**src/hdl/stl_pkg.sv**
```systemverilog
package stl_pkg;

    localparam int LINE_BITS_DEF   = 16;
    localparam int COLUMN_BITS_DEF = 16;

    localparam logic [5:0] KIND_EOF     = 6'd0;
    localparam logic [5:0] KIND_ILLEGAL = 6'd1;
    localparam logic [5:0] KIND_INT     = 6'd2;
    localparam logic [5:0] KIND_FLOAT   = 6'd3;
    localparam logic [5:0] KIND_STRING  = 6'd4;
    localparam logic [5:0] KIND_IDENT   = 6'd5;
    localparam logic [5:0] KIND_SYM0    = 6'd6;
    localparam logic [5:0] KIND_ASSIGN  = 6'd15;
    localparam logic [5:0] KIND_BOOL    = 6'd34;

    localparam logic [1:0] ERR_NONE    = 2'd0;
    localparam logic [1:0] ERR_ILLEGAL = 2'd1;
    localparam logic [1:0] ERR_POINTS  = 2'd2;
    localparam logic [1:0] ERR_UNCLOSED = 2'd3;

    localparam logic [7:0] CH_SKIP_MAX = 8'd37;
    localparam int         WORD_MAX    = 6;

    // one token as it travels to the output
    typedef struct packed {
        logic [5:0]  kind;
        logic [15:0] line;
        logic [15:0] column;
        logic [1:0]  err;
        logic        last;
    } t_token;

    // up to three tokens caused by one byte
    typedef struct packed {
        logic [1:0] count;
        t_token     tok0;
        t_token     tok1;
        t_token     tok2;
    } t_group;

    function automatic logic [5:0] sym_kind(input logic [7:0] c);
        case (c)
            8'h3B:   return 6'd6;
            8'h28:   return 6'd7;
            8'h29:   return 6'd8;
            8'h7D:   return 6'd9;
            8'h7B:   return 6'd10;
            8'h2B:   return 6'd11;
            8'h2D:   return 6'd12;
            8'h2A:   return 6'd13;
            8'h2F:   return 6'd14;
            8'h3D:   return 6'd15;
            8'h2E:   return 6'd16;
            8'h2C:   return 6'd17;
            8'h3E:   return 6'd18;
            8'h3C:   return 6'd19;
            8'h25:   return 6'd20;
            8'h5B:   return 6'd21;
            8'h5D:   return 6'd22;
            default: return 6'd0;
        endcase
    endfunction

    // compound form of an operator kind, zero when it does not merge
    function automatic logic [5:0] merge_kind(input logic [5:0] k);
        case (k)
            6'd11:   return 6'd35;
            6'd12:   return 6'd36;
            6'd13:   return 6'd37;
            6'd14:   return 6'd38;
            6'd20:   return 6'd39;
            6'd15:   return 6'd40;
            6'd18:   return 6'd41;
            6'd19:   return 6'd42;
            default: return 6'd0;
        endcase
    endfunction

    function automatic logic [5:0] word_kind(input logic [47:0] w, input logic [2:0] n);
        case ({n, w})
            {3'd6, 48'h72_65_74_75_72_6E}: return 6'd23;
            {3'd4, 48'h00_00_66_75_6E_63}: return 6'd24;
            {3'd2, 48'h00_00_00_00_69_66}: return 6'd25;
            {3'd3, 48'h00_00_00_61_6E_64}: return 6'd26;
            {3'd2, 48'h00_00_00_00_6F_72}: return 6'd27;
            {3'd3, 48'h00_00_00_6E_6F_74}: return 6'd28;
            {3'd3, 48'h00_00_00_66_6F_72}: return 6'd29;
            {3'd5, 48'h00_77_68_69_6C_65}: return 6'd30;
            {3'd5, 48'h00_63_6C_61_73_73}: return 6'd31;
            {3'd4, 48'h00_00_65_6C_73_65}: return 6'd32;
            {3'd3, 48'h00_00_00_74_72_79}: return 6'd33;
            {3'd4, 48'h00_00_74_72_75_65}: return KIND_BOOL;
            {3'd5, 48'h00_66_61_6C_73_65}: return KIND_BOOL;
            default:                       return KIND_IDENT;
        endcase
    endfunction

endpackage

```
**src/hdl/script_token_lexer.sv**
```systemverilog
// Streaming lexer: one source byte per slave transfer, tokens on the master side.
// Slave channel: s_axis_tdata carries the byte; 0 ends the text, emits eof and
// returns every counter to its reset state for the next text.
// Master channel: one transfer per token; tdata holds kind, line, column and
// error code; tlast marks the last token caused by one input byte.
// Throughput: one byte per cycle while the queue is not full. The front
// stage classifies a byte in the cycle it is accepted and pushes its 1 to 3
// tokens, if any, as one group into a four-group queue; the back stage sends
// one token per cycle from it while the receiver is ready.
// An operator is held until the next token, so it may surface later, merged
// with a following '=' into a compound.
// When the receiver stalls, the queue fills and s_axis_tready drops only when
// all four groups are taken; bytes yielding no token still need a free slot.
// Reset (i_rst_n low, synchronous) empties the queue and clears the lexer.
module script_token_lexer #(
    parameter int LINE_BITS   = stl_pkg::LINE_BITS_DEF,
    parameter int COLUMN_BITS = stl_pkg::COLUMN_BITS_DEF
) (
    input  logic        i_clk,
    input  logic        i_rst_n,
    input  logic        s_axis_tvalid,
    output logic        s_axis_tready,
    input  logic [7:0]  s_axis_tdata,   // [7:0] source_byte
    output logic        m_axis_tvalid,
    input  logic        m_axis_tready,
    output logic [39:0] m_axis_tdata,   // [5:0] kind, [21:6] line, [37:22] column,
                                        // [39:38] error_code
    output logic        m_axis_tlast
);
    import stl_pkg::*;

    logic   push, full;
    t_group grp;
    t_token tok;

    stl_front #(.LINE_BITS(LINE_BITS), .COLUMN_BITS(COLUMN_BITS)) u_front (
        .i_clk(i_clk), .i_rst_n(i_rst_n),
        .i_valid(s_axis_tvalid), .i_byte(s_axis_tdata), .o_ready(s_axis_tready),
        .o_push(push), .o_group(grp), .i_full(full)
    );

    stl_back u_back (
        .i_clk(i_clk), .i_rst_n(i_rst_n),
        .i_push(push), .i_group(grp), .o_full(full),
        .o_valid(m_axis_tvalid), .o_token(tok), .i_ready(m_axis_tready)
    );

    assign m_axis_tdata = {tok.err, tok.column, tok.line, tok.kind};
    assign m_axis_tlast = tok.last;
endmodule

```
**src/hdl/stl_front.sv**
```systemverilog
module stl_front #(
    parameter int LINE_BITS   = stl_pkg::LINE_BITS_DEF,
    parameter int COLUMN_BITS = stl_pkg::COLUMN_BITS_DEF
) (
    input  logic              i_clk,
    input  logic              i_rst_n,
    input  logic              i_valid,
    input  logic [7:0]        i_byte,
    output logic              o_ready,
    output logic              o_push,
    output stl_pkg::t_group   o_group,
    input  logic              i_full
);
    import stl_pkg::*;

    typedef enum logic [3:0] {
        M_IDLE   = 4'b0001,
        M_NUMBER = 4'b0010,
        M_STRING = 4'b0100,
        M_IDENT  = 4'b1000
    } t_mode;

    localparam logic [LINE_BITS-1:0]   LINE_MAX = '1;
    localparam logic [COLUMN_BITS-1:0] COL_MAX  = '1;

    t_mode r_mode, n_mode;
    logic r_point, n_point, r_esc, n_esc, r_single, n_single;
    logic [47:0] r_word, n_word;
    logic [2:0]  r_wlen, n_wlen;
    logic [LINE_BITS-1:0]   r_line, n_line, r_sline, n_sline, r_hline, n_hline;
    logic [COLUMN_BITS-1:0] r_col, n_col, r_scol, n_scol, r_hcol, n_hcol;
    logic [5:0] r_hkind, n_hkind;
    logic       r_hvalid, n_hvalid;

    logic       fire;
    logic [1:0] cnt;
    t_token     toks [3];
    logic       to_idle, ended;
    logic       is_dig, is_alp;
    logic [5:0] sk;

    assign o_ready = !i_full;
    assign fire    = i_valid && !i_full;
    assign is_dig  = (i_byte >= 8'h30) && (i_byte <= 8'h39);
    assign is_alp  = ((i_byte >= 8'h61) && (i_byte <= 8'h7A))
                  || ((i_byte >= 8'h41) && (i_byte <= 8'h5A));
    assign sk      = sym_kind(i_byte);

    // classify the byte and build its tokens, with the held operator merge
    always_comb begin
        logic [5:0]  pk;
        logic [15:0] pl, pc;
        logic [1:0]  pe;
        logic        pv;
        logic        p2v;
        logic [5:0]  p2k;
        logic [15:0] p2l, p2c;
        logic [1:0]  p2e;
        n_mode = r_mode; n_point = r_point; n_esc = r_esc; n_single = r_single;
        n_word = r_word; n_wlen = r_wlen; n_line = r_line; n_col = r_col;
        n_sline = r_sline; n_scol = r_scol; n_hline = r_hline; n_hcol = r_hcol;
        n_hkind = r_hkind; n_hvalid = r_hvalid;
        to_idle = (r_mode == M_IDLE);
        ended = 1'b0;
        pv = 1'b0; pk = '0; pl = '0; pc = '0; pe = ERR_NONE;
        p2v = 1'b0; p2k = '0; p2l = '0; p2c = '0; p2e = ERR_NONE;
        cnt = '0;
        for (int i = 0; i < 3; i++) toks[i] = '0;

        // first push: closing the token in progress
        case (r_mode)
            M_NUMBER: begin
                if (is_dig) begin
                end else if (i_byte == 8'h2E) begin
                    if (r_point) begin
                        pv = 1'b1; pk = KIND_ILLEGAL; pe = ERR_POINTS;
                        pl = 16'(r_sline); pc = 16'(r_scol);
                        n_mode = M_IDLE;
                    end else n_point = 1'b1;
                end else begin
                    pv = 1'b1; pk = r_point ? KIND_FLOAT : KIND_INT;
                    pl = 16'(r_sline); pc = 16'(r_scol);
                    n_mode = M_IDLE; to_idle = 1'b1;
                end
            end
            M_IDENT: begin
                if (is_dig || is_alp || i_byte == 8'h5F) begin
                    if (r_wlen < 3'(WORD_MAX)) n_word = {r_word[39:0], i_byte};
                    if (r_wlen < 3'd7) n_wlen = r_wlen + 3'd1;
                end else begin
                    pv = 1'b1; pk = word_kind(r_word, r_wlen);
                    pl = 16'(r_sline); pc = 16'(r_scol);
                    n_mode = M_IDLE; to_idle = 1'b1;
                end
            end
            M_STRING: begin
                if (i_byte == 8'h00) begin
                    pv = 1'b1; pk = KIND_ILLEGAL; pe = ERR_UNCLOSED;
                    pl = 16'(r_sline); pc = 16'(r_scol);
                    n_mode = M_IDLE; to_idle = 1'b1;
                end else if (r_esc) n_esc = 1'b0;
                else if (i_byte == 8'h5C) n_esc = 1'b1;
                else if (i_byte == (r_single ? 8'h27 : 8'h22)) begin
                    pv = 1'b1; pk = KIND_STRING;
                    pl = 16'(r_sline); pc = 16'(r_scol);
                    n_mode = M_IDLE;
                end
            end
            default: ;
        endcase

        // second push: the byte seen from idle
        if (to_idle) begin
            if (i_byte == 8'h0A) begin
            end else if (i_byte == 8'h00) begin
                p2v = 1'b1; p2k = KIND_EOF; ended = 1'b1;
            end else if (sk != 6'd0) begin
                p2v = 1'b1; p2k = sk; p2l = 16'(r_line); p2c = 16'(r_col);
            end else if (is_dig) begin
                n_mode = M_NUMBER; n_point = 1'b0;
                n_sline = r_line; n_scol = r_col;
            end else if (i_byte == 8'h22 || i_byte == 8'h27) begin
                n_mode = M_STRING; n_single = (i_byte == 8'h27); n_esc = 1'b0;
                n_sline = r_line;
                n_scol = (r_col == COL_MAX) ? COL_MAX : r_col + 1'b1;
            end else if (is_alp) begin
                n_mode = M_IDENT; n_word = {40'd0, i_byte}; n_wlen = 3'd1;
                n_sline = r_line; n_scol = r_col;
            end else if (i_byte <= CH_SKIP_MAX || i_byte[7]) begin
            end else begin
                p2v = 1'b1; p2k = KIND_ILLEGAL; p2e = ERR_ILLEGAL;
                p2l = 16'(r_line); p2c = 16'(r_col);
            end
        end

        // resolve the pushes through the one-token hold
        begin
            logic       hv;
            logic [5:0] hk;
            logic [15:0] hl, hc;
            hv = r_hvalid; hk = r_hkind; hl = 16'(r_hline); hc = 16'(r_hcol);
            for (int p = 0; p < 2; p++) begin
                logic       v;
                logic [5:0] k;
                logic [15:0] l, c;
                logic [1:0] e;
                logic       done;
                v = (p == 0) ? pv : p2v;
                k = (p == 0) ? pk : p2k;
                l = (p == 0) ? pl : p2l;
                c = (p == 0) ? pc : p2c;
                e = (p == 0) ? pe : p2e;
                done = 1'b0;
                if (v) begin
                    if (hv) begin
                        hv = 1'b0;
                        toks[cnt] = '{kind: (k == KIND_ASSIGN && merge_kind(hk) != 6'd0)
                                            ? merge_kind(hk) : hk,
                                      line: hl, column: hc, err: ERR_NONE, last: 1'b0};
                        cnt = cnt + 2'd1;
                        done = (k == KIND_ASSIGN);
                    end
                    if (!done) begin
                        if (e == ERR_NONE && merge_kind(k) != 6'd0) begin
                            hv = 1'b1; hk = k; hl = l; hc = c;
                        end else begin
                            toks[cnt] = '{kind: k, line: l, column: c, err: e, last: 1'b0};
                            cnt = cnt + 2'd1;
                        end
                    end
                end
            end
            n_hvalid = hv; n_hkind = hk;
            n_hline = LINE_BITS'(hl); n_hcol = COLUMN_BITS'(hc);
        end
        if (cnt != 2'd0) toks[cnt - 2'd1].last = 1'b1;

        // advance the position, or start over after end of text
        if (ended) begin
            n_mode = M_IDLE; n_point = 1'b0; n_esc = 1'b0; n_single = 1'b0;
            n_word = '0; n_wlen = '0; n_line = '0; n_col = '0;
            n_sline = '0; n_scol = '0; n_hkind = '0; n_hvalid = 1'b0;
            n_hline = '0; n_hcol = '0;
        end else if (i_byte == 8'h0A) begin
            n_line = (r_line == LINE_MAX) ? LINE_MAX : r_line + 1'b1;
            n_col = '0;
        end else begin
            n_col = (r_col == COL_MAX) ? COL_MAX : r_col + 1'b1;
        end
    end

    assign o_push  = fire && (cnt != 2'd0);
    assign o_group = '{count: cnt, tok0: toks[0], tok1: toks[1], tok2: toks[2]};

    always_ff @(posedge i_clk) begin
        if (!i_rst_n) begin
            r_mode <= M_IDLE; r_point <= 1'b0; r_esc <= 1'b0; r_single <= 1'b0;
            r_word <= '0; r_wlen <= '0; r_line <= '0; r_col <= '0;
            r_sline <= '0; r_scol <= '0; r_hkind <= '0; r_hvalid <= 1'b0;
            r_hline <= '0; r_hcol <= '0;
        end else if (fire) begin
            r_mode <= n_mode; r_point <= n_point; r_esc <= n_esc; r_single <= n_single;
            r_word <= n_word; r_wlen <= n_wlen; r_line <= n_line; r_col <= n_col;
            r_sline <= n_sline; r_scol <= n_scol; r_hkind <= n_hkind;
            r_hvalid <= n_hvalid; r_hline <= n_hline; r_hcol <= n_hcol;
        end
    end

    a_word_len: assert property (@(posedge i_clk) disable iff (!i_rst_n)
        (r_mode == M_IDENT) |-> (r_wlen != 3'd0))
        else $error("identifier mode with empty word");
    a_no_push_full: assert property (@(posedge i_clk) disable iff (!i_rst_n)
        o_push |-> !i_full)
        else $error("push into full queue");
    a_eof_reset: assert property (@(posedge i_clk) disable iff (!i_rst_n)
        (fire && ended) |=> (r_mode == M_IDLE && !r_hvalid && r_col == '0))
        else $error("state not cleared after end of text");
endmodule

```
**src/hdl/stl_back.sv**
```systemverilog
module stl_back (
    input  logic              i_clk,
    input  logic              i_rst_n,
    input  logic              i_push,
    input  stl_pkg::t_group   i_group,
    output logic              o_full,
    output logic              o_valid,
    output stl_pkg::t_token   o_token,
    input  logic              i_ready
);
    import stl_pkg::*;

    localparam int DEPTH = 4;

    t_group    r_q [DEPTH];
    logic [1:0] r_wp, r_rp;
    logic [2:0] r_cnt;
    logic [1:0] r_sub;
    logic       pop, take;
    t_group    head;

    assign head    = r_q[r_rp];
    assign o_valid = (r_cnt != 3'd0);
    assign o_token = (r_sub == 2'd0) ? head.tok0 : (r_sub == 2'd1) ? head.tok1 : head.tok2;
    assign take    = o_valid && i_ready;
    assign pop     = take && (r_sub + 2'd1 == head.count);
    assign o_full  = (r_cnt == 3'(DEPTH));

    // store groups, then unroll each into single token transfers
    always_ff @(posedge i_clk) begin
        if (i_push) r_q[r_wp] <= i_group;
    end

    always_ff @(posedge i_clk) begin
        if (!i_rst_n) begin
            r_wp <= '0; r_rp <= '0; r_cnt <= '0; r_sub <= '0;
        end else begin
            if (i_push) r_wp <= r_wp + 2'd1;
            if (pop) begin
                r_rp <= r_rp + 2'd1; r_sub <= '0;
            end else if (take) r_sub <= r_sub + 2'd1;
            r_cnt <= r_cnt + 3'(i_push) - 3'(pop);
        end
    end

    a_cnt_range: assert property (@(posedge i_clk) disable iff (!i_rst_n)
        r_cnt <= 3'(DEPTH))
        else $error("queue count overflow");
    a_last_pop: assert property (@(posedge i_clk) disable iff (!i_rst_n)
        take |-> (o_token.last == pop))
        else $error("last flag disagrees with group end");
    a_group_nonempty: assert property (@(posedge i_clk) disable iff (!i_rst_n)
        o_valid |-> (head.count != 2'd0))
        else $error("empty group stored");
endmodule
```
**config.mk**
```make
export PLATFORM = sky130hd
export DESIGN_NAME = script_token_lexer
export DESIGN_NICKNAME = d
export VERILOG_FILES = /design/src/hdl/stl_pkg.sv /design/src/hdl/script_token_lexer.sv /design/src/hdl/stl_front.sv /design/src/hdl/stl_back.sv
export SDC_FILE = /design/constraint.sdc
export NUM_CORES = 1
export LEC_CHECK = 0
export BUFFER_PORTS_ARGS = -buffer_cell sky130_fd_sc_hd__buf_4
export CAP_MARGIN = 5
export CORE_MARGIN = 8
export CORE_UTILIZATION = 50
export DETAILED_ROUTE_END_ITERATION = 12
export PLACE_DENSITY = 0.62
export SYNTH_ARGS = -nofsm -noshare
export SYNTH_HDL_FRONTEND = slang
export SYNTH_HIERARCHICAL = 1
export SYNTH_SLANG_ARGS = --single-unit
```
**constraint.sdc**
```tcl
create_clock -name i_clk -period 15.98 [get_ports i_clk]
set_input_delay 3.196 -clock i_clk [delete_from_list [all_inputs] [get_ports i_clk]]
set_output_delay 3.196 -clock i_clk [all_outputs]
set_load 0.02 [all_outputs]
```
After elaboration in Yosys (flattened, before gate mapping)
Memory sizes are Yosys's and may differ from the RTL's. A register that Yosys moved wholly into a read port is not among the register bits.
Index checks and enable logic that the tools add are counted.
{ "totals": {"latch_bits": 0, "reg_bits": 170, "ram_bits": 500, "output_inout_bits": 43, "n_memories": 7, "input_bits": 12, "romBits": 960, "word_cells": 425} }
{ "classes": {"n_shift": 0, "n_reduce_logical": 41, "n_bitwise": 5, "magnitude_cmp": 17, "div": 0, "n_mul": 0, "muxes": 274, "n_eq_ne": 51, "n_addsub": 12} }
{ "memory_table": {"columns": ["memory", "words", "width", "read_ports", "rd_ports_with_merged_regs", "write_ports", "line", "source"], "rows": [
  ["u_back.r_q", 4, 125, 1, 1, 1, "stl_back.sv:15", "t_group r_q [DEPTH];"],
  ["(no name shown)", 32, 5, 1, 1, 0, "stl_pkg.sv:66", "case (k)"],
  ["(no name shown)", 32, 5, 1, 1, 0, "stl_pkg.sv:66", null],
  ["(no name shown)", 32, 5, 1, 0, 0, "stl_pkg.sv:66", null],
  ["(no name shown)", 32, 5, 1, 0, 0, "stl_pkg.sv:66", null],
  ["(no name shown)", 32, 5, 1, 0, 0, "stl_pkg.sv:66", null],
  ["+1 memories", null, null, null, null, null, null, null]
]} }
{ "ops": {"columns": ["operator", "n"], "rows": [
  ["123-bit two-way mux", 9],
  ["16-bit two-way mux", 68],
  ["48-bit two-way mux", 11],
  ["123-bit bitwise mux", 4],
  ["51-bit equality test, second input constant", 7],
  ["41-bit demux with 2-bit select", 4],
  ["51-bit by 50-bit equality test with 1-bit output, second input constant", 6],
  ["41-bit two-way mux", 7],
  ["6-bit two-way mux", 38],
  ["8-bit by 6-bit equality test with 1-bit output, second input constant", 15],
  ["16-bit one-hot mux with 3 select lines", 2],
  ["5-bit one-hot mux with 17 select lines", 1],
  ["6-bit one-hot mux with 12 select lines", 1],
  ["1-bit two-way mux", 69],
  ["4-bit two-way mux", 16],
  ["8-bit by 7-bit equality test with 1-bit output, second input constant", 6],
  ["2-bit two-way mux", 22],
  ["3-bit two-way mux", 13],
  ["16-bit by 1-bit adder with 16-bit output, second input constant", 2],
  ["16-bit equality test, second input constant", 2],
  ["6-bit nonzero test", 5],
  ["5-bit two-way mux", 4],
  ["6-bit one-hot mux with 3 select lines", 1],
  ["8-bit by 7-bit >= comparator with 1-bit output, second input constant", 2],
  ["other kinds (39)", 85]
]} }

Depth between registers and ports, before layout
{ "logic_depth": {"depth_word": 34, "depth_mapped": 19, "mapped_depth_nobuf": 17} }

Cells and area by module
The synthesis kept the hierarchy.
{ "modules_own_cells": {"columns": ["module", "n_inst", "area_per_inst_um2", "cells_per_inst", "seq_area_each_um2"], "rows": [
  ["stl_back", 1, 19482.4, 857, 15234.6],
  ["stl_front", 1, 11407.2, 1621, 3223.1]
]} }

Worst setup path after synthesis
OpenSTA, ideal clock, no wires.
{ "synth_path": {"kind": "input to register", "startpoint": "in s_axis_tdata[7]", "endpoint": "mem u_back/r_q[0][0] in the netlist's numbering (enable)", "setup_time_ns": 0.498, "path_buffers": 2, "t_required_ns": 15.482, "arrival_time_ns": 9.175, "slack_ns": 6.306, "cell_stages": 15, "path_cell_list": "buf_2 -> nand4bb_1 -> clkbuf_1 -> or4_1 -> o21a_1 -> a21oi_1 -> nand2_1 -> nand2_1 -> ha_1 -> a22oi_1 -> ha_1 -> mux2i_1 -> a21oi_1 -> a21oi_1 -> and2_1"} }
{ "synth_via": {"elab_chain_len": 27, "word_cells_on_any_way": 127, "classes_between": "2 x add/sub; 7 x order compare; 25 x eq/ne; 73 x mux; 18 x reduce/logical; 2 x memory"} }
{ "synth_rtl": {"columns": ["item", "line", "source"], "rows": [
  ["from (decl)", "script_token_lexer.sv:23", "input logic [7:0] s_axis_tdata,"],
  ["8-bit by 7-bit >= comparator with 1-bit output, or another cell as far along", "stl_front.sv:45", "assign is_alp = ((i_byte >= 8'h61) && (i_byte <= 8'h7A))"],
  ["1-bit logical AND, on equally long branches", "stl_front.sv:45, stl_front.sv:46", null],
  ["1-bit logical OR", "stl_front.sv:46", "|| ((i_byte >= 8'h41) && (i_byte <= 8'h5A));"],
  ["1-bit logical OR (2 in series)", "stl_front.sv:87", "if (is_dig || is_alp || i_byte == 8'h5F) begin"],
  ["6-bit two-way mux", "stl_front.sv:87", null],
  ["6-bit one-hot mux with 3 select lines", "stl_front.sv:71", "case (r_mode)"],
  ["memory read 32 x 5 bit", null, null],
  ["6-bit two-way mux", "stl_pkg.sv:66", null],
  ["(+11 left out)", null, null],
  ["2-bit two-way mux", "stl_front.sv:164", "if (e == ERR_NONE && merge_kind(k) != 6'd0) begin"],
  ["2-bit two-way mux", "stl_front.sv:163", "if (!done) begin"],
  ["2-bit two-way mux *", "stl_front.sv:154", "if (v) begin"],
  ["2-bit nonzero test *", "stl_front.sv:192", "assign o_push = fire && (cnt != 2'd0);"],
  ["1-bit logical AND *", "stl_front.sv:192", null],
  ["via push", "script_token_lexer.sv:32", "logic push, full;"],
  ["1-bit two-way mux *", "stl_back.sv:31", "if (i_push) r_q[r_wp] <= i_group;"],
  ["1-bit two-way mux (implied by the code) *", "stl_back.sv:31", null],
  ["to (decl)", "stl_back.sv:15", null]
]} }
The timed path passes the listed nets; every way through them passes the cells marked *. The select of a mux whose other input is x is not followed.

Worst setup path after layout
{ "layout_path": {"startpoint": "in s_axis_tdata[7]", "endpoint": "mem u_back/r_q[0][45] in the netlist's numbering (enable)"} }
The elaborated chain is that of the path after synthesis.

==> impl_metrics.yaml <==
pwr:
  combPwrFrac: 0.161
  ir_drop_v: 0.00008427
  p_int_mw: 3.132
  p_sw_mw: 1.135
  netSwitchingFraction: 0.2660
  p_leak_nw: 11.30
  clkPwrFrac: 0.386
  p_per_area_nw_per_um2: 125.0
  seqPwrFrac: 0.453
synthesis:
  ys_warn_count: 6
  synth_edf_count: 500
  syn-num-nets: 2513
  synth_ff_type: "edfxtp_1"
  synthCells: 2478
  syn_avg_cell_area_um2: 12.47
  synth-seq-area-share: 0.5975
  syn_area_um2: 30890
  ys_async_sr_fraction: 0
  ys_ff_latch: 672
  synth_cell_types: 93
setup_path:
  r2r_slack_ns: 9.80
  start_kind: "input pin"
  reg2reg_from: "u_front/r_mode[3]"
  cp.arrival_ns: 9.02
  endpoint: "u_back/r_q[0][45]"
  required_ns: 16.21
  path_max_fanout: 64
  r2r-end: "u_back/r_q[0][45]"
  cp-end-kind: "flip-flop"
  crit_type: "input pin to flip-flop"
  r2r_cells: 13
  startpoint: "s_axis_tdata[7]"
floorplan:
  die_h_um: 264.6
  core_um2: 61370
  pin_count: 55
  rows: 91
  start_util: 0.5033
  die_width_um: 264.6
  die-area_um2: 69990
global_route:
  grt-ovfl-total: 0
  antenna_found_initial: 1
  grt_pass1_wl_mm: 128.2
  grtUsageMet1: 0.3109
  track_usage: 0.2349
  first_global_vias: 21357
  grt_max_degree: 94
  grtUsageMet2: 0.3891
  busiest_layer: "met2"
  grt_use_met3: 0.04059
sta:
  setup_violations: 0
  hold_slack_ns: 0.4762
  skew_ns: 0.01925
  fin_tns_setup_ns: 0
  slew_viol_final: 0
  final-hold-violation-count: 0
  finalCritPeriodShare: 0.5504
  worst_slew_pin_slew_ns: 1.169
  rsz0062_at_grt: "no"
  fmax_ghz: 0.1137
  period_needed_ns: 8.795
  slew_headroom: 0.2195
clocking:
  cts_max_path_buffers: 3
  cts_buffers: 72
  clockRootBuffer: "clkbuf_16"
  clk_pin_slew_worst_paths_ns: 0.06
  cts.repair.resized: 0
  holdBufCountCts: 0
  postCtsSetupBuffers: 0
  cts_tree: "yes"
  clk_latency_ns: 0.61
  htree_levels: 3
  clock-sinks: 672
cells_and_area:
  mostFrequentLayoutCells: "edfxtp_1 (500), nor2_1 (251), nand2_1 (189)"
  diodes: 0
  area_growth_pct: 10.49
  finalNetCount: 2484
  final_common_cell: "edfxtp_1"
  final_layout_size_suffix_gt1_frac: 0.1547
detailed_routing:
  drtAntennaViolNets: 0
  vias: 21461
  viasPerCell: 6.507
  drtIter0Drc: 2110
  totalWireLength_mm: 84.02
  drc: 0
  first_pass_iters: 5
  post_drt_wl_per_cell_um: 25.47
min_path:
  hold_class: "flip-flop to flip-flop"
  min_path_cells: 2
placement:
  dp_hpwl_mm: 51.16
  io_buffers: 54
  place.gp.congestion: 0.8827
run:
  maxCapViolCount: 0
run_status:
  status: "complete, no violations"
[Yosys cell counts, types with 6 or more instances]
library cell | number | area [um^2]
clkbuf_1 | 117 | 439.2
and2_1 | 41 | 256.5
buf_1 | 15 | 56.30
nand3b_1 | 6 | 45.04
nor4bb_1 | 7 | 70.07
inv_1 | 35 | 131.4
a31oi_1 | 16 | 100.1
ha_1 | 22 | 275.3
nor3_1 | 43 | 215.2
or4_1 | 11 | 82.58
o21ai_0 | 112 | 560.5
a22oi_1 | 131 | 983.4
o22ai_1 | 50 | 312.8
mux2i_1 | 55 | 550.5
and3_1 | 29 | 181.4
a31o_2 | 7 | 61.31
o21ai_1 | 35 | 175.2
a32oi_1 | 17 | 148.9
nor3b_1 | 9 | 67.56
nand4_1 | 14 | 87.58
buf_4 | 21 | 157.7
nor4_1 | 18 | 112.6
nor2_1 | 255 | 957.2
mux4_2 | 124 | 2793
nand2b_1 | 19 | 118.9
nand2_1 | 189 | 709.4
a22o_1 | 28 | 245.2
a32o_1 | 9 | 90.09
dfxtp_1 | 172 | 3443
a21o_1 | 7 | 52.55
buf_2 | 31 | 155.2
a211oi_1 | 9 | 67.56
nor2b_1 | 15 | 93.84
a21oi_1 | 141 | 705.7
a31o_1 | 11 | 96.34
nand3_1 | 46 | 230.2
or2_2 | 10 | 62.56
edfxtp_1 | 500 | 15010
[sequential cells by signal, indices dropped and copies added, names as in the netlist, 3 cells and up, named ones only]
signal	flops
u_back/r_cnt	3
u_front/r_sline	16
u_back/r_q	500
u_front/r_hcol	16
u_front/r_mode	4
u_front/r_hline	16
u_front/r_col	16
u_front/r_line	16
u_front/r_hkind	6
u_front/r_word	48
u_front/r_wlen	3
u_front/r_scol	16
[power by group through the flow]
stage / sequential [mW] / clock, mW / combinational, mW
2_1_floorplan: 1.96 / 0 / 0.463
3_3_place_gp: 1.97 / 0 / 0.691
3_5_place_dp: 1.97 / 0 / 0.697
4_1_cts: 1.93 / 1.68 / 0.700
5_1_grt: 1.94 / 1.75 / 0.740
6_report: 1.93 / 1.65 / 0.687
[kinds of logic (layout without fill, tap and decap cells)]
group | Yosys count | after routing | share of synthesized area
flip-flops | 672 | 672 | 0.5975
multiplexers | 182 | 182 | 0.1094
AND/OR/NAND/NOR | 747 | 747 | 0.1177
adder cells (fa/ha/maj) | 23 | 23 | 0.009559
buffers and inverters | 226 | 256 | 0.03261
other | 2 | 2 | 0.0002431
AO/OA/AOI/OAI | 620 | 620 | 0.1312
XOR/XNOR | 6 | 6 | 0.001702
[cell type report]
class	instances	area (um^2)
clock buffers	92	1971
well taps	790	988.4
flip-flops and latches	672	18470
inverters	36	137.6
fillers	5022	27240
clock inverters	41	392.9
multi-input cells	1580	11520
repair buffers	87	653.1
[worst max-delay path, stage by stage]
cell	delay, ns
buf_4	0.15
nand4bb_1	0.36
or4_1	0.59
o21a_1	0.23
a21oi_1	0.24
nand2_1	0.19
nand2_1	0.21
ha_1	0.27
a22oi_1	0.32
ha_1	0.30
mux2i_1	0.14
a21oi_1	0.15
a21oi_1	0.64
and2_4	0.47
buf_4	0.81
buf_4	0.70
[through the flow]
| stage | std cells | worst slack, ns | total power [mW] | util | cell area (um^2) |
|---|---|---|---|---|---|
| 2_1_floorplan | 2478 | 6.306 | 2.419 | - | 30890 |
| 3_3_place_gp | 3165 | 6.726 | 2.658 | 0.5176 | 31770 |
| 3_5_place_dp | 3165 | 6.586 | 2.667 | 0.5176 | 31770 |
| 4_1_cts | 3298 | 7.197 | 4.312 | 0.5561 | 34130 |
| 5_1_grt | 3298 | 6.761 | 4.424 | 0.5561 | 34130 |
| 6_report | 3298 | 7.185 | 4.267 | 0.5561 | 34130 |
[how the worst min path moves through the flow]
stage                      start           endpoint
6_report          u_back/r_rp[1]          flip-flop
5_1_grt           u_back/r_rp[1]          flip-flop
4_1_cts           u_back/r_rp[1]          flip-flop
3_5_place_dp      u_back/r_rp[1]          flip-flop
3_3_place_gp      u_back/r_rp[1]          flip-flop
2_1_floorplan  u_front/r_scol[9]  u_front/r_scol[9]
[routing by layer]
layer  share of wire  vias up
li1                -     9485
met1            0.41    10835
met2            0.48      971
met3           0.083      170
met4           0.029        0
met5               0        -
(Power assumes the default switching activity.)
